### src/rtl/pid_pkg.sv
// ----------------------------------------------------------------------------
// PID package
// Shared sizes, register indexes and word types of the PID controller.
// ----------------------------------------------------------------------------
package pid_pkg;

    localparam int DATA_WIDTH    = 32;
    localparam int FRAC_BITS_DEF = 16;
    localparam int SUM_WIDTH_DEF = 48;
    localparam int GAIN_WIDTH    = 32;
    localparam int LIMIT_WIDTH   = 31;
    localparam int CFG_DATA_W    = 32;
    localparam int CFG_INDEX_W   = 3;

    // Angle mode works in degrees with the same fraction as the data.
    localparam int ANGLE_FULL = 360;
    localparam int ANGLE_HALF = 180;

    typedef enum logic [CFG_INDEX_W-1:0] {
        CFG_MODE_INC   = 3'd0,
        CFG_ANGLE_WRAP = 3'd1,
        CFG_GAIN_P     = 3'd2,
        CFG_GAIN_I     = 3'd3,
        CFG_GAIN_D     = 3'd4,
        CFG_OUT_LIMIT  = 3'd5
    } cfg_index_t;

    typedef struct packed {
        logic signed [DATA_WIDTH-1:0] setpoint;
        logic signed [DATA_WIDTH-1:0] measured;
    } in_word_t;

    typedef struct packed {
        logic signed [DATA_WIDTH-1:0] drive;
        logic signed [DATA_WIDTH-1:0] error_now;
    } out_word_t;

    typedef struct packed {
        logic                         mode_incremental;
        logic                         angle_wrap;
        logic signed [GAIN_WIDTH-1:0] gain_p;
        logic signed [GAIN_WIDTH-1:0] gain_i;
        logic signed [GAIN_WIDTH-1:0] gain_d;
        logic [LIMIT_WIDTH-1:0]       out_limit;
    } cfg_t;

endpackage

### src/rtl/pid_err.sv
// ----------------------------------------------------------------------------
// PID error stage
// Forms the saturated error of one word, with optional angle folding.
// ----------------------------------------------------------------------------
module pid_err #(
    parameter int FRAC_BITS = pid_pkg::FRAC_BITS_DEF
) (
    input  logic                                 aclk,
    input  logic                                 en,
    input  pid_pkg::in_word_t                    in_word,
    input  pid_pkg::cfg_t                        cfg,
    output logic signed [pid_pkg::DATA_WIDTH-1:0] err
);
    import pid_pkg::*;

    localparam int AW = ((DATA_WIDTH > FRAC_BITS + 9) ? DATA_WIDTH : FRAC_BITS + 9) + 3;
    localparam logic signed [AW-1:0] FULL  = AW'(ANGLE_FULL) <<< FRAC_BITS;
    localparam logic signed [AW-1:0] HALF  = AW'(ANGLE_HALF) <<< FRAC_BITS;
    localparam logic signed [AW-1:0] E_MAX = (AW'(1) <<< (DATA_WIDTH - 1)) - AW'(1);
    localparam logic signed [AW-1:0] E_MIN = -E_MAX - AW'(1);

    logic signed [AW-1:0]         sp_fold;
    logic signed [AW-1:0]         diff;
    logic signed [DATA_WIDTH-1:0] err_next;
    logic signed [DATA_WIDTH-1:0] err_reg;

    always_comb begin
        sp_fold = AW'(in_word.setpoint);
        if (cfg.angle_wrap) begin
            // Only one fold is made, so a target far out of range stays out.
            if (sp_fold > FULL) begin
                sp_fold = sp_fold - FULL;
            end else if (sp_fold < 0) begin
                sp_fold = sp_fold + FULL;
            end
        end
        diff = sp_fold - AW'(in_word.measured);
        if (cfg.angle_wrap) begin
            if (diff > HALF) begin
                diff = diff - FULL;
            end else if (diff < -HALF) begin
                diff = diff + FULL;
            end
        end
        if (diff > E_MAX) begin
            err_next = DATA_WIDTH'(E_MAX);
        end else if (diff < E_MIN) begin
            err_next = DATA_WIDTH'(E_MIN);
        end else begin
            err_next = DATA_WIDTH'(diff);
        end
    end

    always_ff @(posedge aclk) begin
        if (en) begin
            err_reg <= err_next;
        end
    end

    assign err = err_reg;

endmodule

### config.mk
export PLATFORM = sky130hd
export DESIGN_NAME = pid_err
export DESIGN_NICKNAME = d
export VERILOG_FILES = /design/src/rtl/pid_pkg.sv /design/src/rtl/pid_err.sv
export SDC_FILE = /design/constraint.sdc
export NUM_CORES = 1
export LEC_CHECK = 0
export ABC_AREA = 0
export BUFFER_PORTS_ARGS = -buffer_cell sky130_fd_sc_hd__buf_2
export CAP_MARGIN = 10
export CORE_MARGIN = 2
export CORE_UTILIZATION = 51
export DETAILED_ROUTE_END_ITERATION = 16
export PLACE_DENSITY = 0.83
export SYNTH_ARGS = -nofsm -noshare
export SYNTH_HDL_FRONTEND = slang
export SYNTH_SLANG_ARGS = --single-unit
### constraint.sdc
create_clock -name aclk -period 7.9 [get_ports aclk]
set_clock_uncertainty 0.2 [all_clocks]
set_input_delay 0.395 -clock aclk [delete_from_list [all_inputs] [get_ports aclk]]
set_output_delay 0.395 -clock aclk [all_outputs]
set_load 0.05 [all_outputs]
* After elaboration in Yosys (flattened, before gate mapping)
Cells that the tools add are included.
** Word-level totals
- Register bits :: 32
- Bits in latches :: 0
- RAM bits :: 0
- Bits in read-only memories :: 0
- Input bits :: 195
- Memories kept :: 0
** Operators by class
- Add/subtract/negate cells :: 5
- Multipliers :: 0
- Div/mod/pow operators :: 0
- Magnitude comparators :: 6
- Equality and inequality tests :: 0
- Shifts and indexed selects :: 0
- Multiplexer cells :: 7
- Bitwise gates (word level) :: 0
- Reduce and logical (&&, ||, !) cells :: 0
** Operators by type and width (number)
- $mux 35 :: 6
- $add 35x26->35 const B :: 1
- $gt 35x25->1 const B :: 1
- $gt 35x32->1 const B :: 1
- $lt 35x25->1 const B :: 1
- $lt 35x32->1 const B :: 1
- $sub 35x26->35 const B :: 1
- $sub 35x32->35 :: 1
- $add 32x26->33 const B :: 1
- $sub 32x26->33 const B :: 1
- $gt 32x26->1 const B :: 1
- $lt 32x1->1 const B :: 1
- $mux 32 :: 1

* Depth between registers and ports, before layout
- Depth after elaboration :: 11
- Mapped depth :: 28
- Mapped depth without buffers :: 25

* Worst setup path after synthesis
OpenSTA, ideal clock, no wires.
- Path type :: in2reg
- Start :: input port in_word[32] (netlist bit)
- End :: register err_reg[8], in the netlist err[8] (data pin)
- Setup time :: 0.271 ns
- Arrival time :: 5.633 ns
- Required time :: 7.429 ns
- Path slack :: 1.797 ns
- Stages on the path :: 24
- Buffers on the path :: 3
- Cell sequence :: or4_1 -> nor3_1 -> a41o_1 -> a21oi_1 -> clkbuf_1 -> inv_1 -> nor2_1 -> a21oi_1 -> nand2_1 -> xnor2_1 -> ha_1 -> buf_4 -> nand2_1 -> o21ai_1 -> mux2_2 -> a311o_1 -> a211oi_2 -> or3b_4 -> or4_4 -> nor4_1 -> o22ai_1 -> a41oi_4 -> buf_6 -> a221oi_2
** Between the ends
- Word-level cells in the longest chain between the ends :: 11
** RTL lines
- from (decl) :: line pid_err.sv:10 : input pid_pkg::in_word_t in_word,
- $add 32x26->33 or $lt 32x1->1 (tied branches) :: line pid_err.sv:34, pid_err.sv:33
- $mux 35 :: line pid_err.sv:33 : end else if (sp_fold < 0) begin
- $mux 35 :: line pid_err.sv:31 : if (sp_fold > FULL) begin
- $mux 35 * :: line pid_err.sv:29 : if (cfg.angle_wrap) begin
- $sub 35x32->35 * :: line pid_err.sv:37 : diff = sp_fold - AW'(in_word.measured);
- $add 35x26->35 or $lt 35x25->1 (tied branches) :: line pid_err.sv:42, pid_err.sv:41
- $mux 35 :: line pid_err.sv:41 : end else if (diff < -HALF) begin
- $mux 35 :: line pid_err.sv:39 : if (diff > HALF) begin
- $mux 35 * :: line pid_err.sv:38 : if (cfg.angle_wrap) begin
- $lt 35x32->1 :: line pid_err.sv:47 : end else if (diff < E_MIN) begin
- $mux 32 :: line pid_err.sv:47
- to (signal assigned) :: line pid_err.sv:56 : err_reg <= err_next;
- to (decl) :: line pid_err.sv:25 : logic signed [DATA_WIDTH-1:0] err_reg;
Mark *: on every way between the ends. The rest lies on a longest branch, timed or not.
A chain may end at the register's enable or synchronous reset.

* Worst setup path in the final report
- Start :: input port in_word[52] (netlist bit)
- End :: register err_reg[8], in the netlist err[8] (data pin)
Same word-level chain as after synthesis.

==> results.md <==
- Max capacitance violation total: 0
- Critical Path AT: 7.15 ns
- Max-slew headroom: a little under half
- Remaining number of nets flagged by the antenna check after routing: 0
- # nets final: approximately 1100
- Maximum achievable frequency: 136 MHz
- Outcome: complete, no violations
- Transition time at the pin with the least slew margin: slightly above 0.8 ns
- Post-detailed-placement half-perimeter wirelength: 13600 µm
- Initial core utilization: approximately 53%
- Post-CTS clock slew at the launch and capture registers of the worst setup and hold paths: around 0.05 ns
- Register bit total from synthesis: 32
- Crit Path Max Fanout: 31
- Register area share after synthesis: 16.6%
- Number of buffers added by the clock tree synthesis step: 5
- Cell Pwr Density: ~210 mW/mm²
- Met1 demand-to-capacity share in global routing: 39.9%
- Launching element type of the critical path: input pin
- Root buffer selected by CTS: sky130_fd_sc_hd__clkbuf_16
- Cell variety after synth: 90
- Vias in the first global route: between 5000 and 6000
- Number of flip-flops in the largest register: 32
- Number of vias in the routed layout: between 6000 and 7000
- Leakage power summed over all cells: approximately 2.6 nW
- Class of the worst hold path: in2reg
- Core area: roughly 0.011 mm²
- Number of port buffers: ~100
- Average wire length per cell after detail routing: ~17 µm
- Area leader, netlist: sky130_fd_sc_hd__edfxtp_1
- Crit path capture type: flop
- Number of cells in the design after placement: ~970
- Initial antenna violation count: 0
- Net count after synthesis: about 1000
- DRC Markers: 0
- Type of the worst setup path: in2reg
- Vias per cell: between 6 and 7
- Number of enable flip-flop cells after synthesis: 32
- Number of optimization iterations in the first detailed-route pass: 6
- Post-cts gate resize count: 0
- Hold buffer count at cts: 0
- Final-report max-slew violation count: 0
- Remaining global-route overflow: 0
- Die Width: ~110 µm
- GR Layer Usage met2: between 40 and 50%
- Ranking of synthesized cells by area: sky130_fd_sc_hd__edfxtp_1, sky130_fd_sc_hd__ha_1, sky130_fd_sc_hd__a211oi_2, sky130_fd_sc_hd__nor2_1, sky130_fd_sc_hd__a21oi_1
- Worst setup timing slack at the placement stage: 0.499 ns
- DIE AREA: ~0.012 mm²
- Largest net degree at the start of global routing: 33
- Global-route track usage on met3: 2.36%
- Cell count after synthesis: 760
- H-tree depth: 2
- Unrepaired setup endpoints after global routing: no
- Non-filler cells, final: 977
- Maximum buffer depth of the clock tree: 2
- Initial drt markers: ~580
- Warnings from Yosys: 0
- # clock sinks: 32
- Final worst setup slack: 0.544 ns
- Busiest metal layer after global routing: met2
- Number of antenna diodes: 0
- Proportion of netlist area held by the largest area contributor: ~17%
- Avg Synthesized Cell Area: between 7 and 8 µm²
- Area delta synth->final: 11.8%
- Ratio of cells with drive above 1 in the final layout: between 20% and 30%
- Final setup fails: 0
- Final Hold Viols: 0
- Die Height: ~110 µm
- Site Rows: 38
- Share of synthesized registers carrying an async set or reset: 0%
- TNS Setup: 0 ns
- Number of setup buffers added after CTS: 0
- GRT Resource Usage Total: between 20% and 30%
- WL final: 16800 µm
- First-pass GRT wire length: 27400 µm
- Max rail drop VDD: between 0.15 and 0.2 mV
- Time the worst path needs with I/O delays and setup: about 7.4 ns
- Final clock period utilization by the worst path: between 90 and 100%
- Most instantiated flip-flop cell in the synthesis netlist: sky130_fd_sc_hd__edfxtp_1
- Final weighted congestion in routability-driven placement: 0.960
- Fraction of the core area covered by cells at the end of the flow: approximately three fifths
- Number of I/O pins: around 230
- Required time reported for the critical path endpoint: slightly below 8 ns
- Mapped cell area: slightly below 0.006 mm²
- Clock tree from TritonCTS: built
[final timing paths]
path / from / end / slack (ns) / cells after the start
worst max-delay path: in_word[52] / err[8] / 0.54 / 24
worst min-delay path: in_word[0] / err[0] / 0.50 / 3
[critical path, cell delays in order]
cell and delay (ns):
sky130_fd_sc_hd__buf_2 0.14, sky130_fd_sc_hd__inv_1 0.09, sky130_fd_sc_hd__ha_1 0.22, sky130_fd_sc_hd__nor2_1 0.10, sky130_fd_sc_hd__o21ai_0 0.16, sky130_fd_sc_hd__a41o_1 0.26
sky130_fd_sc_hd__a21oi_1 0.66, sky130_fd_sc_hd__o21ai_0 0.40, sky130_fd_sc_hd__a21oi_1 0.41, sky130_fd_sc_hd__nand2_1 0.12, sky130_fd_sc_hd__xnor2_1 0.15, sky130_fd_sc_hd__ha_1 0.45
sky130_fd_sc_hd__nand2_1 0.17, sky130_fd_sc_hd__o21ai_1 0.33, sky130_fd_sc_hd__mux2_2 0.37, sky130_fd_sc_hd__a311o_1 0.28, sky130_fd_sc_hd__a211oi_2 0.30, sky130_fd_sc_hd__or3b_4 0.46
sky130_fd_sc_hd__or4_4 0.52, sky130_fd_sc_hd__nor4_1 0.33, sky130_fd_sc_hd__o22ai_1 0.22, sky130_fd_sc_hd__a41oi_4 0.27, sky130_fd_sc_hd__buf_12 0.25, sky130_fd_sc_hd__a221oi_2 0.06
[report_power, final]
| group | internal [mW] | total, mW | switching (mW) |
|---|---|---|---|
| clock network | 0.148 | 0.212 | 0.0642 |
| registers | 0.248 | 0.257 | 0.00917 |
| logic | 0.289 | 0.902 | 0.613 |
[stage by stage]
| step | power (mW) | cell area (µm²) | hold slack (ns) |
|---|---|---|---|
| floorplan | 0.960 | 5790 | 0.307 |
| global placement | 1.13 | 6310 | 0.732 |
| detailed placement | 1.14 | 6310 | 0.736 |
| CTS | 1.36 | 6470 | 0.500 |
| global route | 1.46 | 6470 | 0.505 |
| finish | 1.37 | 6470 | 0.496 |
[Yosys cell counts (10+ instances only)]
library cell,instances
sky130_fd_sc_hd__nand3_1,10
sky130_fd_sc_hd__nand2_1,67
sky130_fd_sc_hd__a21o_1,11
sky130_fd_sc_hd__ha_1,39
sky130_fd_sc_hd__or3_1,15
sky130_fd_sc_hd__xnor2_1,21
sky130_fd_sc_hd__a211oi_2,29
sky130_fd_sc_hd__nor2_1,93
sky130_fd_sc_hd__o21ai_1,14
sky130_fd_sc_hd__inv_1,41
sky130_fd_sc_hd__buf_2,14
sky130_fd_sc_hd__nand4_1,14
sky130_fd_sc_hd__nor3_1,28
sky130_fd_sc_hd__clkbuf_1,12
sky130_fd_sc_hd__edfxtp_1,32
sky130_fd_sc_hd__nor4_1,14
sky130_fd_sc_hd__o21ai_0,36
sky130_fd_sc_hd__a21oi_1,69
sky130_fd_sc_hd__and2_1,11
[cell usage in the layout, fill, tap and decap left out, types with 4 or more instances in the layout]
cell,n
sky130_fd_sc_hd__a211o_1,4
sky130_fd_sc_hd__o211a_1,6
sky130_fd_sc_hd__nor4_1,14
sky130_fd_sc_hd__and3_1,8
sky130_fd_sc_hd__a31o_2,4
sky130_fd_sc_hd__o21a_1,8
sky130_fd_sc_hd__a221oi_2,4
sky130_fd_sc_hd__o22ai_1,6
sky130_fd_sc_hd__a21boi_0,6
sky130_fd_sc_hd__o31ai_1,8
sky130_fd_sc_hd__nand4_1,14
sky130_fd_sc_hd__ha_1,39
sky130_fd_sc_hd__nor2b_1,4
sky130_fd_sc_hd__nor3_1,28
sky130_fd_sc_hd__nor2_1,93
sky130_fd_sc_hd__a21oi_1,69
sky130_fd_sc_hd__a31oi_1,5
sky130_fd_sc_hd__a221oi_1,5
sky130_fd_sc_hd__xnor2_1,21
sky130_fd_sc_hd__and4_1,4
sky130_fd_sc_hd__nand2_1,67
sky130_fd_sc_hd__o21ai_1,14
sky130_fd_sc_hd__and2_1,11
sky130_fd_sc_hd__a21o_1,11
sky130_fd_sc_hd__nand3_1,10
sky130_fd_sc_hd__or3_1,15
sky130_fd_sc_hd__clkbuf_16,5
sky130_fd_sc_hd__a22o_1,4
sky130_fd_sc_hd__inv_1,41
sky130_fd_sc_hd__buf_4,7
sky130_fd_sc_hd__edfxtp_1,32
sky130_fd_sc_hd__or4_1,4
sky130_fd_sc_hd__o21ai_0,36
sky130_fd_sc_hd__a211oi_2,29
sky130_fd_sc_hd__a211oi_1,9
sky130_fd_sc_hd__o211ai_1,7
sky130_fd_sc_hd__xor2_1,5
sky130_fd_sc_hd__buf_2,98
sky130_fd_sc_hd__or2_2,6
sky130_fd_sc_hd__nand2b_1,6
[cell type report]
class	instances	area [µm²]
fill	1019	4460
multi-input combinational	648	4430
sequential	32	961
timing repair buffer	107	583
tap	140	175
inverter	42	158
clock buffer	6	129
clock inverter	2	35.0
[cells by family (layout without fill, tap and decap cells)]
group | Yosys count | after routing | share of synthesized area, %
adders and majority gates | 40 | 40 | 8.77
buffers and inverters | 80 | 157 | 6.85
AOI/OAI and AO/OA | 280 | 280 | 37.5
xor gates and xnor gates | 27 | 27 | 4.21
DFF | 32 | 32 | 16.6
and+or+nand+nor | 298 | 298 | 25.5
muxes | 3 | 3 | 0.562
[metal layers]
metal / vias to the layer above / routed length [µm]
met3: 23 / 1430
li1: 3055 / -
met4: 0 / 268
met5: - / 0
met2: 353 / 7180
met1: 2829 / 7880
Note: power is estimated with default switching activity, not from simulation.
