$ cat src/rtl/pid_pkg.sv
// ----------------------------------------------------------------------------
// PID package
// Shared sizes, register indexes and word types of the PID controller.
// ----------------------------------------------------------------------------
package pid_pkg;

    localparam int DATA_WIDTH    = 32;
    localparam int FRAC_BITS_DEF = 16;
    localparam int SUM_WIDTH_DEF = 48;
    localparam int GAIN_WIDTH    = 32;
    localparam int LIMIT_WIDTH   = 31;
    localparam int CFG_DATA_W    = 32;
    localparam int CFG_INDEX_W   = 3;

    // Angle mode works in degrees with the same fraction as the data.
    localparam int ANGLE_FULL = 360;
    localparam int ANGLE_HALF = 180;

    typedef enum logic [CFG_INDEX_W-1:0] {
        CFG_MODE_INC   = 3'd0,
        CFG_ANGLE_WRAP = 3'd1,
        CFG_GAIN_P     = 3'd2,
        CFG_GAIN_I     = 3'd3,
        CFG_GAIN_D     = 3'd4,
        CFG_OUT_LIMIT  = 3'd5
    } cfg_index_t;

    typedef struct packed {
        logic signed [DATA_WIDTH-1:0] setpoint;
        logic signed [DATA_WIDTH-1:0] measured;
    } in_word_t;

    typedef struct packed {
        logic signed [DATA_WIDTH-1:0] drive;
        logic signed [DATA_WIDTH-1:0] error_now;
    } out_word_t;

    typedef struct packed {
        logic                         mode_incremental;
        logic                         angle_wrap;
        logic signed [GAIN_WIDTH-1:0] gain_p;
        logic signed [GAIN_WIDTH-1:0] gain_i;
        logic signed [GAIN_WIDTH-1:0] gain_d;
        logic [LIMIT_WIDTH-1:0]       out_limit;
    } cfg_t;

endpackage

$ cat src/rtl/pid_hist.sv
// ----------------------------------------------------------------------------
// PID history stage
// Keeps the error history and the error sum, and picks the three operands
// that the gains multiply in the selected form.
// ----------------------------------------------------------------------------
module pid_hist #(
    parameter int SUM_WIDTH = pid_pkg::SUM_WIDTH_DEF,
    parameter int OP_W      = pid_pkg::SUM_WIDTH_DEF
) (
    input  logic                                 aclk,
    input  logic                                 aresetn,
    input  logic                                 en,
    input  pid_pkg::cfg_t                        cfg,
    input  logic signed [pid_pkg::DATA_WIDTH-1:0] err_in,
    output logic signed [OP_W-1:0]               op_p,
    output logic signed [OP_W-1:0]               op_i,
    output logic signed [OP_W-1:0]               op_d,
    output logic signed [pid_pkg::DATA_WIDTH-1:0] err_out
);
    import pid_pkg::*;

    localparam logic signed [SUM_WIDTH-1:0] S_MAX = {1'b0, {(SUM_WIDTH - 1){1'b1}}};
    localparam logic signed [SUM_WIDTH-1:0] S_MIN = {1'b1, {(SUM_WIDTH - 1){1'b0}}};

    logic signed [DATA_WIDTH-1:0] prev_error_reg;
    logic signed [DATA_WIDTH-1:0] prev2_error_reg;
    logic signed [SUM_WIDTH-1:0]  error_sum_reg;
    logic signed [SUM_WIDTH:0]    sum_wide;
    logic signed [SUM_WIDTH-1:0]  error_sum_next;
    logic signed [OP_W-1:0]       d1;
    logic signed [OP_W-1:0]       d2;
    logic signed [OP_W-1:0]       op_p_reg, op_p_next;
    logic signed [OP_W-1:0]       op_i_reg, op_i_next;
    logic signed [OP_W-1:0]       op_d_reg, op_d_next;
    logic signed [DATA_WIDTH-1:0] err_reg;

    always_comb begin
        sum_wide = (SUM_WIDTH + 1)'(error_sum_reg) + (SUM_WIDTH + 1)'(err_in);
        if (sum_wide[SUM_WIDTH] != sum_wide[SUM_WIDTH-1]) begin
            error_sum_next = sum_wide[SUM_WIDTH] ? S_MIN : S_MAX;
        end else begin
            error_sum_next = SUM_WIDTH'(sum_wide);
        end

        // Differences enter the products at full width, unsaturated.
        d1 = OP_W'(err_in) - OP_W'(prev_error_reg);
        d2 = OP_W'(err_in) - (OP_W'(prev_error_reg) <<< 1) + OP_W'(prev2_error_reg);

        if (cfg.mode_incremental) begin
            op_p_next = d1;
            op_i_next = OP_W'(err_in);
            op_d_next = d2;
        end else begin
            op_p_next = OP_W'(err_in);
            op_i_next = OP_W'(error_sum_next);
            op_d_next = d1;
        end
    end

    always_ff @(posedge aclk) begin
        if (!aresetn) begin
            prev_error_reg  <= '0;
            prev2_error_reg <= '0;
            error_sum_reg   <= '0;
        end else if (en) begin
            prev_error_reg <= err_in;
            if (cfg.mode_incremental) begin
                prev2_error_reg <= prev_error_reg;
            end else begin
                error_sum_reg <= error_sum_next;
            end
        end
    end

    always_ff @(posedge aclk) begin
        if (en) begin
            op_p_reg <= op_p_next;
            op_i_reg <= op_i_next;
            op_d_reg <= op_d_next;
            err_reg  <= err_in;
        end
    end

    assign op_p    = op_p_reg;
    assign op_i    = op_i_reg;
    assign op_d    = op_d_reg;
    assign err_out = err_reg;

endmodule

$ cat config.mk
export PLATFORM = sky130hd
export DESIGN_NAME = pid_hist
export DESIGN_NICKNAME = d
export VERILOG_FILES = /design/src/rtl/pid_pkg.sv /design/src/rtl/pid_hist.sv
export SDC_FILE = /design/constraint.sdc
export NUM_CORES = 1
export LEC_CHECK = 0
export ABC_AREA = 0
export BUFFER_PORTS_ARGS = -buffer_cell sky130_fd_sc_hd__buf_2
export CAP_MARGIN = 0
export CORE_UTILIZATION = 60
export DETAILED_ROUTE_END_ITERATION = 8
export GPL_TIMING_DRIVEN = 0
export PLACE_DENSITY_LB_ADDON = 0.3
export SLEW_MARGIN = 20
export SYNTH_ARGS = -nofsm -noshare
export SYNTH_HDL_FRONTEND = slang
export SYNTH_SLANG_ARGS = --single-unit
$ cat constraint.sdc
create_clock -name aclk -period 5.9 [get_ports aclk]
set_input_delay 0.59 -clock aclk [delete_from_list [all_inputs] [get_ports aclk]]
set_output_delay 0.59 -clock aclk [all_outputs]
set_load 0.03 [all_outputs]
### Word level (Yosys, flattened, before mapping)

Index checks and enable logic that the tools add are counted.

* bits in registers: 288
* bits of input ports: 164
* output and inout bits: 176
* logic and storage cells: 20

* add/sub/neg operators: 4
* equal/unequal tests: 1
* multiplexer cells: 5
* bitwise gates (word level): 1
* reduce and logical (&&, ||, !) cells: 2

Operators with widths (count)
* 48-bit two-way mux: 5
* 48-bit by 32-bit adder with 49-bit output: 1
* 34-bit by 32-bit adder with 35-bit output: 1
* 32-bit by 33-bit subtractor with 34-bit output: 1
* 32-bit by 32-bit subtractor with 33-bit output: 1
* 2-bit AND reduction: 2
* 1-bit != test: 1
* 1-bit inverter: 1

### Longest topological paths before layout

Gate-level depths: netlist of run 1.

* word-level depth: 4
* gate-level depth with buffers: 15
* depth with buffers taken out: 14

### Least setup slack after synthesis of run 1

Ideal clock, no wire load.

* kind: input to register
* from: input err_in[9] (netlist name)
* to: register op_d_reg[25], in the netlist op_d[25] (data pin)
* setup time: 0.279 ns
* data arrival time: 3.353 ns
* required time: 5.621 ns
* path slack: 2.268 ns
* stages: 14
* path buffers: 0
* cells stage by stage: inv_1 > fa_1 > inv_1 > ha_1 > and3_1 > a221oi_2 > o21ai_0 > a21oi_1 > o31ai_1 > o211ai_1 > o21ai_0 > o31ai_1 > xor2_1 > mux2i_1

* word-level cells in the longest chain between the ends: 3
* elaborated cells on any way between the ends: 4
* those cells by class: 3 x add/sub; 1 x mux

RTL lines
* from (decl): line pid_hist.sv:14 `input logic signed [pid_pkg::DATA_WIDTH-1:0] err_in,`
* 32-bit by 33-bit subtractor with 34-bit output: line pid_hist.sv:47 `d2 = OP_W'(err_in) - (OP_W'(prev_error_reg) <<< 1) + OP_W'(prev2_error_reg);`
* 34-bit by 32-bit adder with 35-bit output: line pid_hist.sv:47
* 48-bit two-way mux *: line pid_hist.sv:49 `if (cfg.mode_incremental) begin`
* named net op_d_next[25]: line pid_hist.sv:34 `logic signed [OP_W-1:0] op_d_reg, op_d_next;`
* to (signal assigned): line pid_hist.sv:79 `op_d_reg <= op_d_next;`
* to (decl): line pid_hist.sv:34

The timed path passes the listed nets; every way through them passes the cells marked *.
A chain may end at the register's enable or synchronous reset.

### Worst setup path after layout of run 1

* from: register prev_error_reg[1]
* to: register op_d_reg[31], in the netlist op_d[31] (data pin)

* word-level cells in the longest chain between the ends: 3
* elaborated cells on any way between the ends: 4
* those cells by class: 3 x add/sub; 1 x mux

RTL lines
* from (decl): line pid_hist.sv:25 `logic signed [DATA_WIDTH-1:0] prev_error_reg;`
* from (signal assigned): line pid_hist.sv:66 `prev_error_reg <= err_in;`
* 32-bit by 33-bit subtractor with 34-bit output: line pid_hist.sv:47
* 34-bit by 32-bit adder with 35-bit output: line pid_hist.sv:47
* 48-bit two-way mux *: line pid_hist.sv:49
* named net op_d_next[31]: line pid_hist.sv:34

Marked as above.

==> results of run 1 <==
[synth_stat cells, drive strengths merged, types with 4 or more instances]
| library cell | count | share of area |
|---|---|---|
| a2111oi | 4 | 0.0027 |
| inv | 185 | 0.040 |
| nand4 | 16 | 0.0057 |
| a21o | 49 | 0.021 |
| nand2 | 211 | 0.045 |
| o21ai | 168 | 0.050 |
| and4 | 5 | 0.0025 |
| a21oi | 137 | 0.040 |
| o31ai | 4 | 0.0020 |
| fa | 34 | 0.039 |
| ha | 114 | 0.082 |
| o21bai | 20 | 0.0086 |
| nor3 | 15 | 0.0043 |
| xor2 | 44 | 0.022 |
| xnor2 | 50 | 0.025 |
| maj3 | 19 | 0.012 |
| and2 | 10 | 0.0037 |
| nor4 | 4 | 0.0014 |
| and3 | 12 | 0.0043 |
| a21boi | 37 | 0.016 |
| a211o | 4 | 0.0020 |
| buf | 52 | 0.021 |
| edfxtp | 148 | 0.25 |
| a31oi | 15 | 0.0054 |
| a211oi | 11 | 0.0053 |
| nand2b | 16 | 0.0057 |
| clkbuf | 59 | 0.013 |
| o31a | 9 | 0.0045 |
| o21a | 21 | 0.0091 |
| nor2 | 86 | 0.018 |
| mux2i | 67 | 0.038 |
| dfxtp | 112 | 0.13 |
| nand3 | 22 | 0.0070 |
| nor2b | 56 | 0.020 |
| or2 | 6 | 0.0022 |
| o211ai | 10 | 0.0043 |
| mux2 | 11 | 0.0071 |
| or3 | 7 | 0.0025 |
[critical path, stage by stage (launching register included)]
cell and delay (ns):
dfxtp_1 0.38, fa_1 0.52, inv_1 0.04, ha_1 0.31, a21oi_1 0.10, o21ai_1 0.35
nand2_1 0.16, o31ai_1 0.60, o21ai_0 0.31, o21ai_1 0.35, o21ai_0 0.18, or4_1 0.50
o2111a_1 0.14
[final timing paths]
check | startpoint | endpoint | slack (ns) | cells past startpoint
max | prev_error_reg[1] | op_d[31] | 1.72 | 12
min | err_in[2] | err_out[2] | 0.32 | 1
max reg2reg | prev_error_reg[1] | op_d[31] | 1.72 | 12
min reg2reg | error_sum_reg[32] | error_sum_reg[32] | 0.46 | 2
[cells in the final DEF (no fill, tap or decap), types with 49 or more instances in the layout]
cell type,Yosys,final
a21o_1,49,49
a21oi_1,135,135
buf_2,10,219
clkbuf_1,58,66
dfxtp_1,112,112
edfxtp_1,148,148
ha_1,114,114
inv_1,185,185
mux2i_1,67,67
nand2_1,211,211
nor2_1,86,86
nor2b_1,56,56
o21ai_0,106,106
o21ai_1,59,59
xnor2_1,50,50
[cell families after synthesis]
logic type / synth area share
and+or+nand+nor: 0.130
adders and majority gates: 0.133
xor gates and xnor gates: 0.0472
DFF: 0.383
AOI/OAI and AO/OA: 0.188
buffers and inverters: 0.0733
muxes: 0.0455
[power groups by stage]
stage | Combinational (mW) | Clock (mW) | Sequential (mW)
final | 2.21 | 1.74 | 2.23
after CTS | 2.18 | 1.75 | 2.23
after global routing | 2.38 | 1.81 | 2.25
after global placement | 2.12 | 0 | 2.27
after floorplan | 1.31 | 0 | 2.53
after detailed placement | 2.16 | 0 | 2.27
[metal layers]
metal	routed length, µm	vias to the layer above	track usage
li1	-	7080	-
met4	2150	0	0.137
met1	21700	7052	0.453
met2	23100	593	0.542
met3	3770	123	0.0517
met5	0	-	0
[metrics by stage]
step	cells	power, mW	util	area (µm²)
CTS	2541	6.16	0.696	19900
detailed placement	2489	4.43	0.664	19000
finish	2541	6.18	0.696	19900
floorplan	1894	3.84	-	17500
global placement	2488	4.39	0.663	19000
global route	2541	6.44	0.696	19900
[layout make-up]
type                    count  area (µm²)  share of cell area
clock buffers              40         808              0.0406
clock inverters            12         101             0.00509
repair buffers            211        1090              0.0546
plain buffers             111         584              0.0293
flip-flops and latches    260        6690               0.336
well taps                 384         480              0.0241
inverters                 185         694              0.0348
multi-input cells        1338        9490               0.476
==> run summary, run 1 <==
Number of max-cap violations -> 0
Residual DRC count -> 1
Sequential area share after synthesis -> 0.383
First-pass GRT wire length -> 78500 µm
Worst-skew pair later-pin latency -> 0.56 ns
Rel. slew slack -> 0.132
Post-Route WL -> 50700 µm
Clock power share -> 0.281
Unrepaired setup endpoints after global routing -> no
Routed wire length per instance -> 20.0 µm
Pleak -> 8.67 nW
Switching Fraction -> 0.363
Setup CP Type -> flip-flop to flip-flop
Clk slew on worst S/H paths -> 0.07 ns
Post-CTS setup buffers -> 0
Vias per cell -> 5.84
Worst setup EP type -> flip-flop
Tightest Pin Transition -> 1.30 ns
Combinational power share -> 0.358
Clock skew -> 0.0146 ns
Pwr dens -> 310 mW/mm²
Die H -> 173 µm
Die Area -> 0.0298 mm²
Core Footprint -> 0.0286 mm²
Top_reg_cell synth -> edfxtp_1
Initial DRC Count -> 1378
# fillers -> 2283
Min cycle time layout -> 4.18 ns
Clock tree buffer depth -> 3
Synthesized area -> 0.0175 mm²
DP HPWL -> 38700 µm
Max FO, Critical Path -> 5
Slew Limit Fails -> 0
Synthesized instance count -> 1894
Yosys warning total -> 0
Post-Syn Nets -> 2206
Worst EP arrival -> 4.50 ns
Die W -> 173 µm
CTS tree -> yes
Number of port buffers -> 210
Fin crit share -> 0.708
Fraction of layout instances using a drive strength above 1 -> 0.166
Vias in the first global route -> 14159
HP Class -> input port to flip-flop
Failing checks -> DRC
GRT Overall Usage -> 0.336
TNS Setup -> 0 ns
Final setup fails -> 0
PnR worst setup slack -> 1.72 ns
Critical path launch point type -> flip-flop
Fin nets -> 2448
VDD IR max -> 0.239 mV
Pre-CTS setup slack -> 1.36 ns
Initial Util -> 0.610
CP Data Required Time -> 6.22 ns
H-tree lvl count -> 1
Post-cts repair resize count -> 0
Post-synth EDFFs -> 148
Root Buffer -> clkbuf_16
Internal cell power -> 3.93 mW
Inserted Clock Buffers -> 29
Post-route ant nets -> 0
IO Pins -> 340
Async S/R FF share, synth -> 0
Cts hold-fix bufs -> 0
Max Freq -> 0.239 GHz
Gpl congestion -> 1.00
Syn avg cell area -> 9.21 µm²
Total gr overflow -> 0
CTS sink cnt -> 260
Area Growth Syn to Fin -> 14.2%
Drt pass-1 iters -> 7
Switching Power -> 2.25 mW
Synth cell types -> 80
# rows -> 62
Via count -> 14848
Flops & latches, synth -> 260
Share of total power in sequential cells -> 0.361
Initial antenna violation count -> 1
Antenna Cells -> 0
Status -> finished, violations left
Largest net degree at the start of global routing -> 99
Final Hold Fails -> 0
Hold slack -> 0.324 ns
Note: power is estimated with default switching activity, not from simulation.
==> run 2, diff against run 1 <==
Settings changed: CORE_UTILIZATION 60 to 57.
Clock period 5.9 ns to 4.19 ns, I/O delays scaled along.
==> run 2 against run 1 <==
  * The flow now finishes without violations
  * Largest power group unchanged
  * Clock power rose by 41%
  * Wire length shrank 0.25%
  * Core utilization down 2.8 points
  * Non-clock buffer count is the same
  * Clock-buffer cell count is 6 higher
  * Cell count rose by 0.28%
  * Critical path type unchanged
  * Total power increased by 41%
==> run summary, run 2 (synthesis results as in run 1) <==
Finished Cell Area -> 0.0199 mm² (about the same)
IO Pins -> 340 (unchanged)
Gpl congestion -> 0.969 (was 1.00)
Count of non-filler cells in the finished layout -> 2548 (was 2541)
Fraction of layout instances using a drive strength above 1 -> 0.166 (about the same)
Routed wire length per instance -> 19.9 µm (was 20.0 µm)
Post-route ant nets -> 0 (unchanged)
Status -> finished clean (was finished, violations left)
Die Area -> 0.0313 mm² (was 0.0298 mm²)
Min cycle time layout -> 4.11 ns (was 4.18 ns)
Slew Limit Fails -> 0 (unchanged)
Clk slew on worst S/H paths -> 0.06 ns (was 0.07 ns)
Root Buffer -> clkbuf_16 (unchanged)
VDD IR max -> 0.318 mV (was 0.239 mV)
Largest net degree at the start of global routing -> 97 (was 99)
Clock tree buffer depth -> 3 (unchanged)
Pwr dens -> 436 mW/mm² (was 310 mW/mm²)
Inserted Clock Buffers -> 29 (unchanged)
Area Growth Syn to Fin -> 14.3% (was 14.2%)
Rel. slew slack -> 0.242 (was 0.132)
M1 GR Usage -> 0.433 (was 0.453)
Post-Route WL -> 50600 µm (was 50700 µm)
HP Class -> input port to flip-flop (unchanged)
Number of port buffers -> 210 (unchanged)
Max FO, Critical Path -> 5 (unchanged)
Final Hold Fails -> 0 (unchanged)
R2R Setup Slk -> 0.08 ns (was 1.72 ns)
CP Data Required Time -> 4.50 ns (was 6.22 ns)
Via count -> 14861 (was 14848)
Vias per cell -> 5.83 (was 5.84)
Clock skew -> 0.00857 ns (was 0.0146 ns)
Worst EP arrival -> 4.42 ns (was 4.50 ns)
Worst-skew pair later-pin latency -> 0.56 ns (about the same)
First-pass GRT wire length -> 76800 µm (was 78500 µm)
Antenna Cells -> 0 (unchanged)
Residual DRC count -> 0 (was 1)
Commonest non-fill, non-tap cell in the layout -> buf_2 (unchanged)
H-tree lvl count -> 1 (unchanged)
Most frequent cells in the layout -> buf_2 (219), nand2_1 (211), inv_1 (185) (unchanged)
Vias in the first global route -> 14022 (was 14159)
TNS Setup -> 0 ns (unchanged)
Fin nets -> 2448 (unchanged)
# rows -> 63 (was 62)
Post-CTS setup buffers -> 0 (unchanged)
Die W -> 177 µm (was 173 µm)
Unrepaired setup endpoints after global routing -> no (unchanged)
Met2 GRT Util -> 0.529 (was 0.542)
Max Freq -> 0.243 GHz (was 0.239 GHz)
Worst reg2reg startpoint -> prev_error_reg[1] (unchanged)
Fin crit share -> 0.982 (was 0.708)
GRT Overall Usage -> 0.319 (was 0.336)
Final setup fails -> 0 (unchanged)
Die H -> 177 µm (was 173 µm)
Total gr overflow -> 0 (unchanged)
DP HPWL -> 38800 µm (was 38700 µm)
Met3 Use GR -> 0.0346 (was 0.0517)
Initial Util -> 0.584 (was 0.610)
Total power draw -> 8.69 mW (was 6.18 mW)
Initial antenna violation count -> 0 (was 1)
Critical path launch point type -> flip-flop (unchanged)
CTS sink cnt -> 260 (unchanged)
Pleak -> 8.69 nW (was 8.67 nW)
Critical path origin -> prev_error_reg[1] (unchanged)
Busiest grt layer -> met2 (unchanged)
Cts hold-fix bufs -> 0 (unchanged)
Number of max-cap violations -> 0 (unchanged)
Core Footprint -> 0.0299 mm² (was 0.0286 mm²)
Drt pass-1 iters -> 6 (was 7)
Initial DRC Count -> 1263 (was 1378)
Setup CP Type -> flip-flop to flip-flop (unchanged)
Cell Area, Placed -> 0.0190 mm² (about the same)
Tightest Pin Transition -> 1.14 ns (was 1.30 ns)
Post-cts repair resize count -> 0 (unchanged)
DP Cell Count -> 2495 (was 2489)
CTS tree -> yes (unchanged)
Hold_sp -> err_in[1] (was err_in[2])
Worst setup EP type -> flip-flop (unchanged)
-- run 2: cell count changes in the layout (fill, tap and decap cells not counted), sizes merged --
cell,change
bufinv,-1
clkbuf,+6
clkinv,-1
clkinvlp,-3
-- run 2: worst paths after layout --
path,endpoint,cells past startpoint
worst min-delay path,err_out[1],1
worst max-delay path,op_d[31],12
worst min register to register,error_sum_reg[34],2
worst max register to register,op_d[31],12
-- run 2: final cells by class --
| class | instances | area (µm²) |
|---|---|---|
| Sequential cell | 260 | 6690 |
| Timing Repair Buffer | 211 | 1090 |
| Buffer | 111 | 584 |
| Multi-Input combinational cell | 1338 | 9490 |
| Clock inverter | 7 | 47.5 |
| Fill cell | 2447 | 9930 |
| Inverter | 185 | 694 |
| Tap cell | 390 | 488 |
| Clock buffer | 46 | 871 |
-- run 2: metrics by stage --
step / utilization / setup WS (ns) / hold WS, ns
global route: 0.668 / 0.0772 / 0.162
global placement: 0.636 / -0.551 / 0.439
CTS: 0.668 / 0.110 / 0.153
detailed placement: 0.637 / -0.167 / 0.448
floorplan: - / 0.729 / 0.429
finish: 0.668 / 0.0775 / 0.165
-- run 2: power by group --
group          switching [mW]  total [mW]  leakage (nW)  internal, mW
clock                    1.03        2.45         0.451          1.42
sequential              0.113        3.14          2.37          3.03
combinational            1.99        3.10          5.86          1.11
total                    3.13        8.69          8.69          5.55
-- run 2: metal layers --
metal / up-vias / wire length (µm)
met2: 605 / 23600
met4: 0 / 1640
li1: 7088 / -
met3: 119 / 3530
met5: - / 0
met1: 7049 / 21900
-- run 2: worst max-delay path, stage by stage, from the launching register on --
cell	delay, ns
dfxtp_1	0.38
fa_1	0.53
inv_1	0.04
ha_1	0.32
a21oi_1	0.12
o21ai_1	0.34
nand2_1	0.16
o31ai_1	0.55
o21ai_0	0.30
o21ai_1	0.34
o21ai_0	0.17
or4_1	0.48
o2111a_1	0.13
