`src/rtl/pid_pkg.sv`:
```
// ----------------------------------------------------------------------------
// PID package
// Shared sizes, register indexes and word types of the PID controller.
// ----------------------------------------------------------------------------
package pid_pkg;

    localparam int DATA_WIDTH    = 32;
    localparam int FRAC_BITS_DEF = 16;
    localparam int SUM_WIDTH_DEF = 48;
    localparam int GAIN_WIDTH    = 32;
    localparam int LIMIT_WIDTH   = 31;
    localparam int CFG_DATA_W    = 32;
    localparam int CFG_INDEX_W   = 3;

    // Angle mode works in degrees with the same fraction as the data.
    localparam int ANGLE_FULL = 360;
    localparam int ANGLE_HALF = 180;

    typedef enum logic [CFG_INDEX_W-1:0] {
        CFG_MODE_INC   = 3'd0,
        CFG_ANGLE_WRAP = 3'd1,
        CFG_GAIN_P     = 3'd2,
        CFG_GAIN_I     = 3'd3,
        CFG_GAIN_D     = 3'd4,
        CFG_OUT_LIMIT  = 3'd5
    } cfg_index_t;

    typedef struct packed {
        logic signed [DATA_WIDTH-1:0] setpoint;
        logic signed [DATA_WIDTH-1:0] measured;
    } in_word_t;

    typedef struct packed {
        logic signed [DATA_WIDTH-1:0] drive;
        logic signed [DATA_WIDTH-1:0] error_now;
    } out_word_t;

    typedef struct packed {
        logic                         mode_incremental;
        logic                         angle_wrap;
        logic signed [GAIN_WIDTH-1:0] gain_p;
        logic signed [GAIN_WIDTH-1:0] gain_i;
        logic signed [GAIN_WIDTH-1:0] gain_d;
        logic [LIMIT_WIDTH-1:0]       out_limit;
    } cfg_t;

endpackage

```
`src/rtl/pid_out.sv`:
```
// ----------------------------------------------------------------------------
// PID output stage
// Adds the three terms (and the held output in incremental form), saturates,
// clamps to the limit and keeps the result as the held output.
// ----------------------------------------------------------------------------
module pid_out (
    input  logic                                 aclk,
    input  logic                                 aresetn,
    input  logic                                 en,
    input  pid_pkg::cfg_t                        cfg,
    input  logic signed [pid_pkg::DATA_WIDTH-1:0] term_p,
    input  logic signed [pid_pkg::DATA_WIDTH-1:0] term_i,
    input  logic signed [pid_pkg::DATA_WIDTH-1:0] term_d,
    input  logic signed [pid_pkg::DATA_WIDTH-1:0] err,
    output pid_pkg::out_word_t                   out_word
);
    import pid_pkg::*;

    localparam int TW = DATA_WIDTH + 3;
    localparam logic signed [TW-1:0] O_MAX = (TW'(1) <<< (DATA_WIDTH - 1)) - TW'(1);
    localparam logic signed [TW-1:0] O_MIN = -O_MAX - TW'(1);

    logic signed [DATA_WIDTH-1:0] held_output_reg;
    logic signed [TW-1:0]         total;
    logic signed [TW-1:0]         total_sat;
    logic signed [TW-1:0]         lim;
    logic signed [TW-1:0]         clamped;
    logic signed [DATA_WIDTH-1:0] drive_next;
    out_word_t                    out_word_reg;

    always_comb begin
        total = TW'(term_p) + TW'(term_i) + TW'(term_d)
              + (cfg.mode_incremental ? TW'(held_output_reg) : TW'(0));
        if (total > O_MAX) begin
            total_sat = O_MAX;
        end else if (total < O_MIN) begin
            total_sat = O_MIN;
        end else begin
            total_sat = total;
        end
        lim = TW'(cfg.out_limit);
        if (total_sat > lim) begin
            clamped = lim;
        end else if (total_sat < -lim) begin
            clamped = -lim;
        end else begin
            clamped = total_sat;
        end
        drive_next = DATA_WIDTH'(clamped);
    end

    always_ff @(posedge aclk) begin
        if (!aresetn) begin
            held_output_reg <= '0;
        end else if (en) begin
            held_output_reg <= drive_next;
        end
    end

    always_ff @(posedge aclk) begin
        if (en) begin
            out_word_reg.drive     <= drive_next;
            out_word_reg.error_now <= err;
        end
    end

    assign out_word = out_word_reg;

endmodule

```
`config.mk`:
```
export PLATFORM = sky130hd
export DESIGN_NAME = pid_out
export DESIGN_NICKNAME = d
export VERILOG_FILES = /design/src/rtl/pid_pkg.sv /design/src/rtl/pid_out.sv
export SDC_FILE = /design/constraint.sdc
export NUM_CORES = 1
export LEC_CHECK = 0
export ABC_AREA = 1
export BUFFER_PORTS_ARGS = -buffer_cell sky130_fd_sc_hd__buf_2
export CAP_MARGIN = 20
export CORE_UTILIZATION = 54
export CTS_BUF_LIST = sky130_fd_sc_hd__clkbuf_4
export CTS_CLUSTER_DIAMETER = 60
export DETAILED_ROUTE_END_ITERATION = 10
export GPL_TIMING_DRIVEN = 0
export MAX_ROUTING_LAYER = met4
export PLACE_DENSITY = 0.86
export SETUP_SLACK_MARGIN = 0.02
export SYNTH_ARGS = -nofsm -noshare
export SYNTH_HDL_FRONTEND = slang
export SYNTH_SLANG_ARGS = --single-unit
```
`constraint.sdc`:
```
create_clock -name aclk -period 9.96 [get_ports aclk]
set_input_delay 1.992 -clock aclk [delete_from_list [all_inputs] [get_ports aclk]]
set_output_delay 1.992 -clock aclk [all_outputs]
set_load 0.02 [all_outputs]
```
---- Yosys cells after proc, flatten, opt, wreduce, memory -nomap -nowiden ----
Cells that the tools add are included.
operators by class
  add/sub/neg operators ................... 4
  magnitude comparators ................... 4
  muxes and demuxes ....................... 5
operators by type and width
  kind                                                             number
  two-way mux 35 bit                                               3
  two-way mux 32 bit                                               2
  adder 34 x 35 -> 35 bit                                          1
  greater-than comparator 35 x 32 -> 1 bit                         1
  greater-than comparator 35 x 32 -> 1 bit, second input constant  1
  less-than comparator 35 x 32 -> 1 bit, second input constant     1
  less-than comparator 35 bit                                      1
  negation 31 -> 35 bit                                            1
  adder 33 x 32 -> 34 bit                                          1
  adder 32 x 32 -> 33 bit                                          1
storage, ports and cells
  flip-flop bits (word level) ............. 96
  bits of input ports ..................... 260
  output and inout port bits .............. 64
  word-level logic and storage cells ...... 16

---- Logic depth before layout (Yosys ltp) ----
Gate-level depths: netlist of the first run.
  depth after elaboration ................. 9
  gate-level depth with buffers ........... 41
  gate-level depth less buffers ........... 40

---- Least setup slack after synthesis of the first run ----
OpenSTA, ideal clock, no wires.
  path kind ............................... input port to flip-flop
  start point ............................. input port term_p[1] (netlist name)
  end point ............................... register out_word_reg (netlist bit out_word[49]) (data pin)
  library setup time ...................... 0.253 ns
  data arrival time ....................... 7.468 ns
  path slack .............................. 2.238 ns
  stages .................................. 36
  buffers on the path ..................... 3
  path through ............................ inv_1 fa_1 inv_1 fa_1 ha_1 fa_1 nand2_1 nand2_2 nand3_2 nand2_2 nand2_1 nand2_2 nand2_1 nand2_1 nand2_1 nand2_1 nor3_1 nand2_1 ha_1 clkbuf_1 clkbuf_1 o21ai_0 ha_1 a21oi_1 or2_2 a21oi_1 a2111oi_0 nand2_1 nand2_1 nand3_1 or2_2 nand2_1 clkbuf_1 o21ai_0 nand2_2 nand2_1
on the way
  word-level cells in the longest chain between the ends .. 9
RTL lines
  element                                RTL line       source
  start, declared                        pid_out.sv:11  input logic signed [pid_pkg::DATA_WIDTH-1:0] term_p,
  adder 32 x 32 -> 33 bit (*)            pid_out.sv:32  total = TW'(term_p) + TW'(term_i) + TW'(term_d)
  adder 33 x 32 -> 34 bit (*)            pid_out.sv:32
  adder 34 x 35 -> 35 bit (*)            pid_out.sv:33  + (cfg.mode_incremental ? TW'(held_output_reg) : TW'(0));
  less-than comparator 35 x 32 -> 1 bit  pid_out.sv:36  end else if (total < O_MIN) begin
  two-way mux 35 bit                     pid_out.sv:36
  two-way mux 35 bit (*)                 pid_out.sv:34  if (total > O_MAX) begin
  less-than comparator 35 bit            pid_out.sv:44  end else if (total_sat < -lim) begin
  two-way mux 32 bit                     pid_out.sv:44
  two-way mux 32 bit (*)                 pid_out.sv:42  if (total_sat > lim) begin
  via clamped[17]                        pid_out.sv:27  logic signed [TW-1:0] clamped;
  end, declared                          pid_out.sv:29  out_word_t out_word_reg;
The timed path passes the listed nets; every way through them passes the cells marked *.
A chain may end at the register's enable or synchronous reset.

---- Final worst setup path of the first run ----
  start point ............................. input port term_p[1] (netlist name)
  end point ............................... register out_word_reg (netlist bit out_word[44]) (data pin)
The elaborated chain is that of the path after synthesis.

==> metrics.md, run 1 <==
| Metric | Value |
|---|---|
| Slew Limit Fails | `0` |
| Growth of design area from synthesis to finish | `15.4%` |
| Worst slew margin | `41.1%` |
| Mean post-synth cell area | `7.26 um^2` |
| Library cell appearing most often on the critical path | `sky130_fd_sc_hd__nand2_1` |
| Die X-Extent | `142 um` |
| Total number of H-tree levels | `3` |
| Leading cell type by number of instances after synthesis | `sky130_fd_sc_hd__nand2_1` |
| Post-synth EDFFs | `64` |
| Cell at the root of the clock tree | `sky130_fd_sc_hd__clkbuf_4` |
| Remaining global-route overflow | `0` |
| Maximum number of pins on one net before global-route repair | `66` |
| Violation count after the first detailed-routing iteration | `563` |
| Final cycle utilization of the critical path | `95.8%` |
| Max capacitance violation total | `0` |
| Total via count in the routed design | `10,200` |
| Critical Path Slowest Stage Cell | `sky130_fd_sc_hd__fa_1` |
| Type of the worst setup path | `input port to flop` |
| Highest cell delay on the worst timing path | `0.55 ns` |
| DIE HEIGHT | `142 um` |
| Share of final-layout standard cells stronger than drive strength 1 | `18.9%` |
| Cell type with the largest total area after synthesis | `sky130_fd_sc_hd__edfxtp_1` |
| Number of nets in the layout | `2,122` |
| HPWL after detailed placement | `26.1 mm` |
| Reg2Reg Setup Slack | `2.18 ns` |
| Number of iterations in the first detailed-routing pass | `5` |
| HP Class | `flop to flop` |
| CP startpoint kind | `input port` |
| Data arrival time of the worst path | `9.82 ns` |
| Combined buffer and inverter count along the critical path | `6` |
| Via count of the first global-routing pass | `9,919` |
| Area after detailed placement | `12,100 um^2` |
| I/O Pins | `324` |
| Depth of the worst hold-timing path | `2` |
| Area of the die | `20,200 um^2` |
| Max Fanout on Critical Path | `10` |
| Main synth FF type | `sky130_fd_sc_hd__edfxtp_1` |
| Cell types occupying the most area after synthesis | `sky130_fd_sc_hd__edfxtp_1 (18%), sky130_fd_sc_hd__fa_1 (12%), sky130_fd_sc_hd__nand2_1 (12%)` |
| Core area | `19,000 um^2` |
| Clock Path Buffers | `2` |
| Seq/Total Area, Yosys | `24.2%` |
| Final WL | `30.8 mm` |
| Source of the worst hold timing path | `held_output_reg[31]` |
| Share of the synthesized area in the top cell type | `18.1%` |
| Number of buffer cells added on primary ports | `226` |
| Yosys reg bits | `96` |
| Reg-to-reg endpoint | `out_word[44]` |
| Number of logic stages on the critical path including buffering | `37` |
| Yosys warning count | `0` |
| End of the worst hold path | `held_output_reg[31]` |
| Antenna violations before repair | `2` |
| Period minus WS final | `9.54 ns` |
| Post-synthesis instance area | `10,600 um^2` |
| Post-synthesis net count | `1,885` |
| Setup repair after global routing missed its margin | `false` |
| Initial cell density of the core | `55.9%` |
| CTS tree | `built` |
| Via-to-Cell Ratio | `5.17` |
| Total track usage | `32.5%` |
| RePlAce Congestion | `0.963` |
| Residual antenna-violating net count after detailed routing | `0` |
| Post-route cell area | `12,200 um^2` |
| DRC violation count after routing | `0` |
| Clk slew on worst S/H paths | `0.15 ns` |
| Async set or reset register ratio after synthesis | `0%` |
| Yosys cell types | `47` |
| Global-route wire length before repair | `49.0 mm` |
| Max frequency | `105 MHz` |
| Required @ worst endpoint | `10.24 ns` |
| Hold Violations, Final | `0` |
| Pin slew with the least headroom to its limit | `0.884 ns` |
| Average detailed-routed wire length per instance | `15.7 um` |
| Filler instances | `1,728` |
| Placement row count | `50` |
| Worst skew pair latency | `0.52 ns` |
| TritonCTS buffer count | `9` |
| Smallest hold slack | `0.562 ns` |
| Flip-flop count of the largest register after layout | `64` |
| Final clock skew | `0.0224 ns` |
| Commonest cells in the synthesized netlist | `sky130_fd_sc_hd__nand2_1 (345), sky130_fd_sc_hd__inv_1 (298), sky130_fd_sc_hd__nor2_1 (129)` |
| Reg2reg start | `held_output_reg[1]` |
| Status | `complete, no violations` |
| Instance count of the mapped netlist | `1,460` |
| Reg2reg path depth | `35` |
| Worst Setup End Kind | `flop` |
| Category of cells accounting for the largest share of critical-path delay | `simple AND/OR/NAND/NOR gates` |
| Sink count of the clock tree | `96` |
| Count of final setup violators | `0` |
## stage by stage
step,util (%),worst slack [ns],instances,setup TNS [ns]
floorplan,-,2.24,1460,0
detailed placement,63.6,-0.0395,1946,-0.0602
global route,64.5,0.0387,1964,0
global placement,63.6,0.0651,1946,0
CTS,64.5,0.506,1962,0
finish,64.5,0.416,1965,0
## area by class of cell
cell class / count / area (um^2) / area share, %
multi-input combinational: 1023 / 6720 / 54.9
sequential: 96 / 2560 / 20.9
inverter: 307 / 1150 / 9.42
timing repair buffer: 226 / 1130 / 9.26
tap: 260 / 325 / 2.66
buffer: 34 / 174 / 1.42
clock inverter: 6 / 90.1 / 0.736
clock buffer: 10 / 75.1 / 0.614
antenna: 3 / 7.51 / 0.0614
## placed cells by master (no fill, tap or decap), types with 5 or more instances in the layout
| cell type | count |
|---|---|
| sky130_fd_sc_hd__fa_1 | 65 |
| sky130_fd_sc_hd__edfxtp_1 | 64 |
| sky130_fd_sc_hd__nand2_2 | 31 |
| sky130_fd_sc_hd__o21a_1 | 5 |
| sky130_fd_sc_hd__dfxtp_1 | 32 |
| sky130_fd_sc_hd__nand4_1 | 16 |
| sky130_fd_sc_hd__clkbuf_4 | 10 |
| sky130_fd_sc_hd__xor2_1 | 36 |
| sky130_fd_sc_hd__clkbuf_1 | 18 |
| sky130_fd_sc_hd__a21oi_1 | 65 |
| sky130_fd_sc_hd__o21ai_0 | 65 |
| sky130_fd_sc_hd__nand3_1 | 81 |
| sky130_fd_sc_hd__nor3_1 | 14 |
| sky130_fd_sc_hd__inv_2 | 8 |
| sky130_fd_sc_hd__buf_2 | 233 |
| sky130_fd_sc_hd__inv_1 | 298 |
| sky130_fd_sc_hd__xnor2_1 | 14 |
| sky130_fd_sc_hd__nor3_2 | 6 |
| sky130_fd_sc_hd__ha_1 | 100 |
| sky130_fd_sc_hd__nand2_1 | 345 |
| sky130_fd_sc_hd__nor2_1 | 129 |
| sky130_fd_sc_hd__nand3_2 | 6 |
## how the worst max path moves through the flow
stage                         start      endpoint  slack (ns)
after floorplan           term_p[1]  out_word[49]        2.24
after global placement    term_p[1]  out_word[49]        0.07
after detailed placement  term_p[1]  out_word[49]       -0.04
after CTS                 term_p[1]  out_word[49]        0.51
after global routing      term_p[1]  out_word[38]        0.04
final                     term_p[1]  out_word[44]        0.42
## routing by layer
metal / GRT usage [%] / share of wire (%) / vias up
li1: - / - / 5053
met3: 4.54 / 6.7 / 54
met1: 38.5 / 41 / 4648
met5: - / 0 / -
met2: 56.1 / 49 / 395
met4: 12.2 / 3.0 / 0
## cells by family after synthesis
| group | Yosys count | share of synthesized area, % |
|---|---|---|
| buffers and inverters | 341 | 12.5 |
| AOI/OAI and AO/OA | 163 | 8.67 |
| DFF | 96 | 24.2 |
| adders and majority gates | 165 | 24.1 |
| xor gates and xnor gates | 50 | 4.13 |
| and+or+nand+nor | 645 | 26.5 |
## worst min-delay path: stages (launching register included)
cell                      delay (ns)
sky130_fd_sc_hd__dfxtp_1        0.36
sky130_fd_sc_hd__o21ai_0        0.09
sky130_fd_sc_hd__a21oi_2        0.09
## timing repair
item                       4_1_cts  5_1_grt
buffers inserted                 0        0
resized for setup                0        2
hold buffers                     0        0
setup endpoints to repair        0        2
Power of run 1 is not shown: default switching activity piles up to over one toggle a cycle in this logic, so the estimate is an artifact.
==> run 2, diff against run 1 <==
--- a/config.mk
+++ b/config.mk
@@ -8,13 +8,13 @@
 export ABC_AREA = 1
 export BUFFER_PORTS_ARGS = -buffer_cell sky130_fd_sc_hd__buf_2
 export CAP_MARGIN = 20
-export CORE_UTILIZATION = 54
+export CORE_UTILIZATION = 25
 export CTS_BUF_LIST = sky130_fd_sc_hd__clkbuf_4
 export CTS_CLUSTER_DIAMETER = 60
 export DETAILED_ROUTE_END_ITERATION = 10
 export GPL_TIMING_DRIVEN = 0
 export MAX_ROUTING_LAYER = met4
-export PLACE_DENSITY = 0.86
+export PLACE_DENSITY = 0.48
 export SETUP_SLACK_MARGIN = 0.02
 export SYNTH_ARGS = -nofsm -noshare
 export SYNTH_HDL_FRONTEND = slang
==> run 2 against run 1 <==
Non-clock buffer count did not move. Sequential share of layout area fell by 0.54 points. First-iteration DRC count fell by 27%. Via count fell by 5.1%. Die area rose by 110%. Design area rose by 2.6%. Largest cell class unchanged. Highest routed layer unchanged.
==> metrics.md, run 2 (synthesis results as in run 1) <==
| Metric | Value |
|---|---|
| Critical Path Slowest Stage Cell | `sky130_fd_sc_hd__clkbuf_1` |
| Placement row count | `75 (+50%)` |
| Global-route wire length before repair | `52.4 mm (+6.9%)` |
| Cell at the root of the clock tree | `sky130_fd_sc_hd__clkbuf_4` |
| Final WL | `33.8 mm (+9.8%)` |
| Category of cells accounting for the largest share of critical-path delay | `simple AND/OR/NAND/NOR gates` |
| Placed cells | `2,225 (+14%)` |
| RePlAce Congestion | `0.866 (-10%)` |
| Post-CTS Setup Inserts | `0 (unchanged)` |
| Setup TNS after final layout | `0 ns (unchanged)` |
| Worst Setup End Kind | `flop` |
| Clock Path Buffers | `2 (unchanged)` |
| Antenna violations before repair | `3 (+1)` |
| TritonCTS buffer count | `9 (unchanged)` |
| Period minus WS final | `9.23 ns (-0.310 ns)` |
| Combined buffer and inverter count along the critical path | `7 (+1)` |
| Number of iterations in the first detailed-routing pass | `4 (-1)` |
| Total track usage | `16.3% (-16 points)` |
| Non-filler instance count after layout | `2,244 (+14%)` |
| Most used cells in the layout excluding fill and tap cells | `sky130_fd_sc_hd__nand2_1 (345), sky130_fd_sc_hd__inv_1 (298), sky130_fd_sc_hd__buf_2 (233)` |
| DIE HEIGHT | `208 um (+46%)` |
| Most common library cell in the layout ignoring fill and taps | `sky130_fd_sc_hd__nand2_1` |
| Die X-Extent | `208 um (+46%)` |
| Via count of the first global-routing pass | `9,683 (-2.4%)` |
| Smallest hold slack | `0.567 ns (+0.00518 ns)` |
| Max Fanout on Critical Path | `10 (unchanged)` |
| Data arrival time of the worst path | `9.69 ns (-0.13 ns)` |
| Slew Limit Fails | `0 (unchanged)` |
| HPWL after detailed placement | `29.5 mm (+13%)` |
| Final cycle utilization of the critical path | `92.7% (-3.1 points)` |
| Type of the worst setup path | `input port to flop` |
| Setup repair after global routing missed its margin | `false` |
| Flip-flop count of the largest register after layout | `64 (unchanged)` |
| Pin slew with the least headroom to its limit | `0.879 ns (-0.00426 ns)` |
| Worst skew pair latency | `0.55 ns (+0.03 ns)` |
| Number of hold-repair buffers added at the cts stage | `0 (unchanged)` |
| Violation count after the first detailed-routing iteration | `413 (-27%)` |
| Core area | `41,900 um^2 (+120%)` |
| CTS tree | `built` |
| Growth of design area from synthesis to finish | `18.4%` |
| Number of buffer cells added on primary ports | `226 (unchanged)` |
| Highest cell delay on the worst timing path | `0.54 ns (about the same)` |
| Sink count of the clock tree | `96 (unchanged)` |
| HP Class | `flop to flop` |
| DRC violation count after routing | `0 (unchanged)` |
| I/O Pins | `324 (unchanged)` |
| Average detailed-routed wire length per instance | `15.1 um (-3.9%)` |
| Remaining global-route overflow | `0 (unchanged)` |
| Total via count in the routed design | `9,630 (-5.1%)` |
| Worst slew margin | `41.4% (+0.28 points)` |
| Total of cells resized after clock tree synthesis | `0 (unchanged)` |
| Number of nets in the layout | `2,122 (unchanged)` |
| Via-to-Cell Ratio | `4.29 (-17%)` |
| Required @ worst endpoint | `10.42 ns (+0.18 ns)` |
| Status | `complete, no violations` |
| Final clock skew | `0.0212 ns (-0.00117 ns)` |
| Library cell appearing most often on the critical path | `sky130_fd_sc_hd__nand2_1` |
| Count of final setup violators | `0 (unchanged)` |
| Share of final-layout standard cells stronger than drive strength 1 | `18.7% (-0.12 points)` |
| Initial cell density of the core | `25.3% (-31 points)` |
| Clk slew on worst S/H paths | `0.14 ns (about the same)` |
| Area of the die | `43,200 um^2 (+110%)` |
| Hold Violations, Final | `0 (unchanged)` |
| Residual antenna-violating net count after detailed routing | `0 (unchanged)` |
| Maximum number of pins on one net before global-route repair | `66 (unchanged)` |
| Total number of H-tree levels | `3 (unchanged)` |
| Max capacitance violation total | `0 (unchanged)` |
| CP startpoint kind | `input port` |
| Max frequency | `108 MHz (+3.4%)` |
[run 2: layout make-up]
| class | instances | area, um^2 |
|---|---|---|
| Fill cell | 4671 | 29300 |
| Multi-Input combinational cell | 1023 | 6720 |
| Sequential cell | 96 | 2560 |
| Inverter | 307 | 1150 |
| Timing Repair Buffer | 226 | 1130 |
| Tap cell | 539 | 674 |
| Buffer | 34 | 173 |
| Clock buffer | 11 | 82.6 |
| Clock inverter | 5 | 57.6 |
| Antenna cell | 3 | 7.51 |
[run 2: worst paths after layout]
check | cells past startpoint | slack [ns] | from | endpoint
hold / removal | 4 | 0.57 | held_output_reg[5] | held_output_reg[5]
setup / recovery | 39 | 0.73 | term_p[1] | held_output_reg[17]
hold reg to reg | 4 | 0.57 | held_output_reg[5] | held_output_reg[5]
setup reg to reg | 37 | 2.40 | held_output_reg[1] | held_output_reg[17]
[run 2: per-layer routing]
| layer | track usage (%) | up-vias | wire (um) |
|---|---|---|---|
| li1 | - | 5039 | - |
| met1 | 21.2 | 4402 | 16600 |
| met2 | 27.0 | 168 | 15800 |
| met3 | 1.81 | 21 | 1010 |
| met4 | 3.98 | 0 | 396 |
| met5 | - | - | 0 |
[run 2: stage by stage]
stage	setup WS, ns	area, um^2	util, %
after CTS	0.765	12600	30.0
after global routing	0.118	12600	30.0
after detailed placement	0.156	12400	29.7
final	0.725	12600	30.0
after floorplan	2.24	10600	-
after global placement	0.160	12400	29.6
[run 2: worst min-delay path: cells and delay by family (launching register included)]
kind | cells | cell delay, ns
buf+inv | 1 | 0.03
flops | 1 | 0.34
simple gates | 3 | 0.18
Power of run 2 is left out for the same reason.
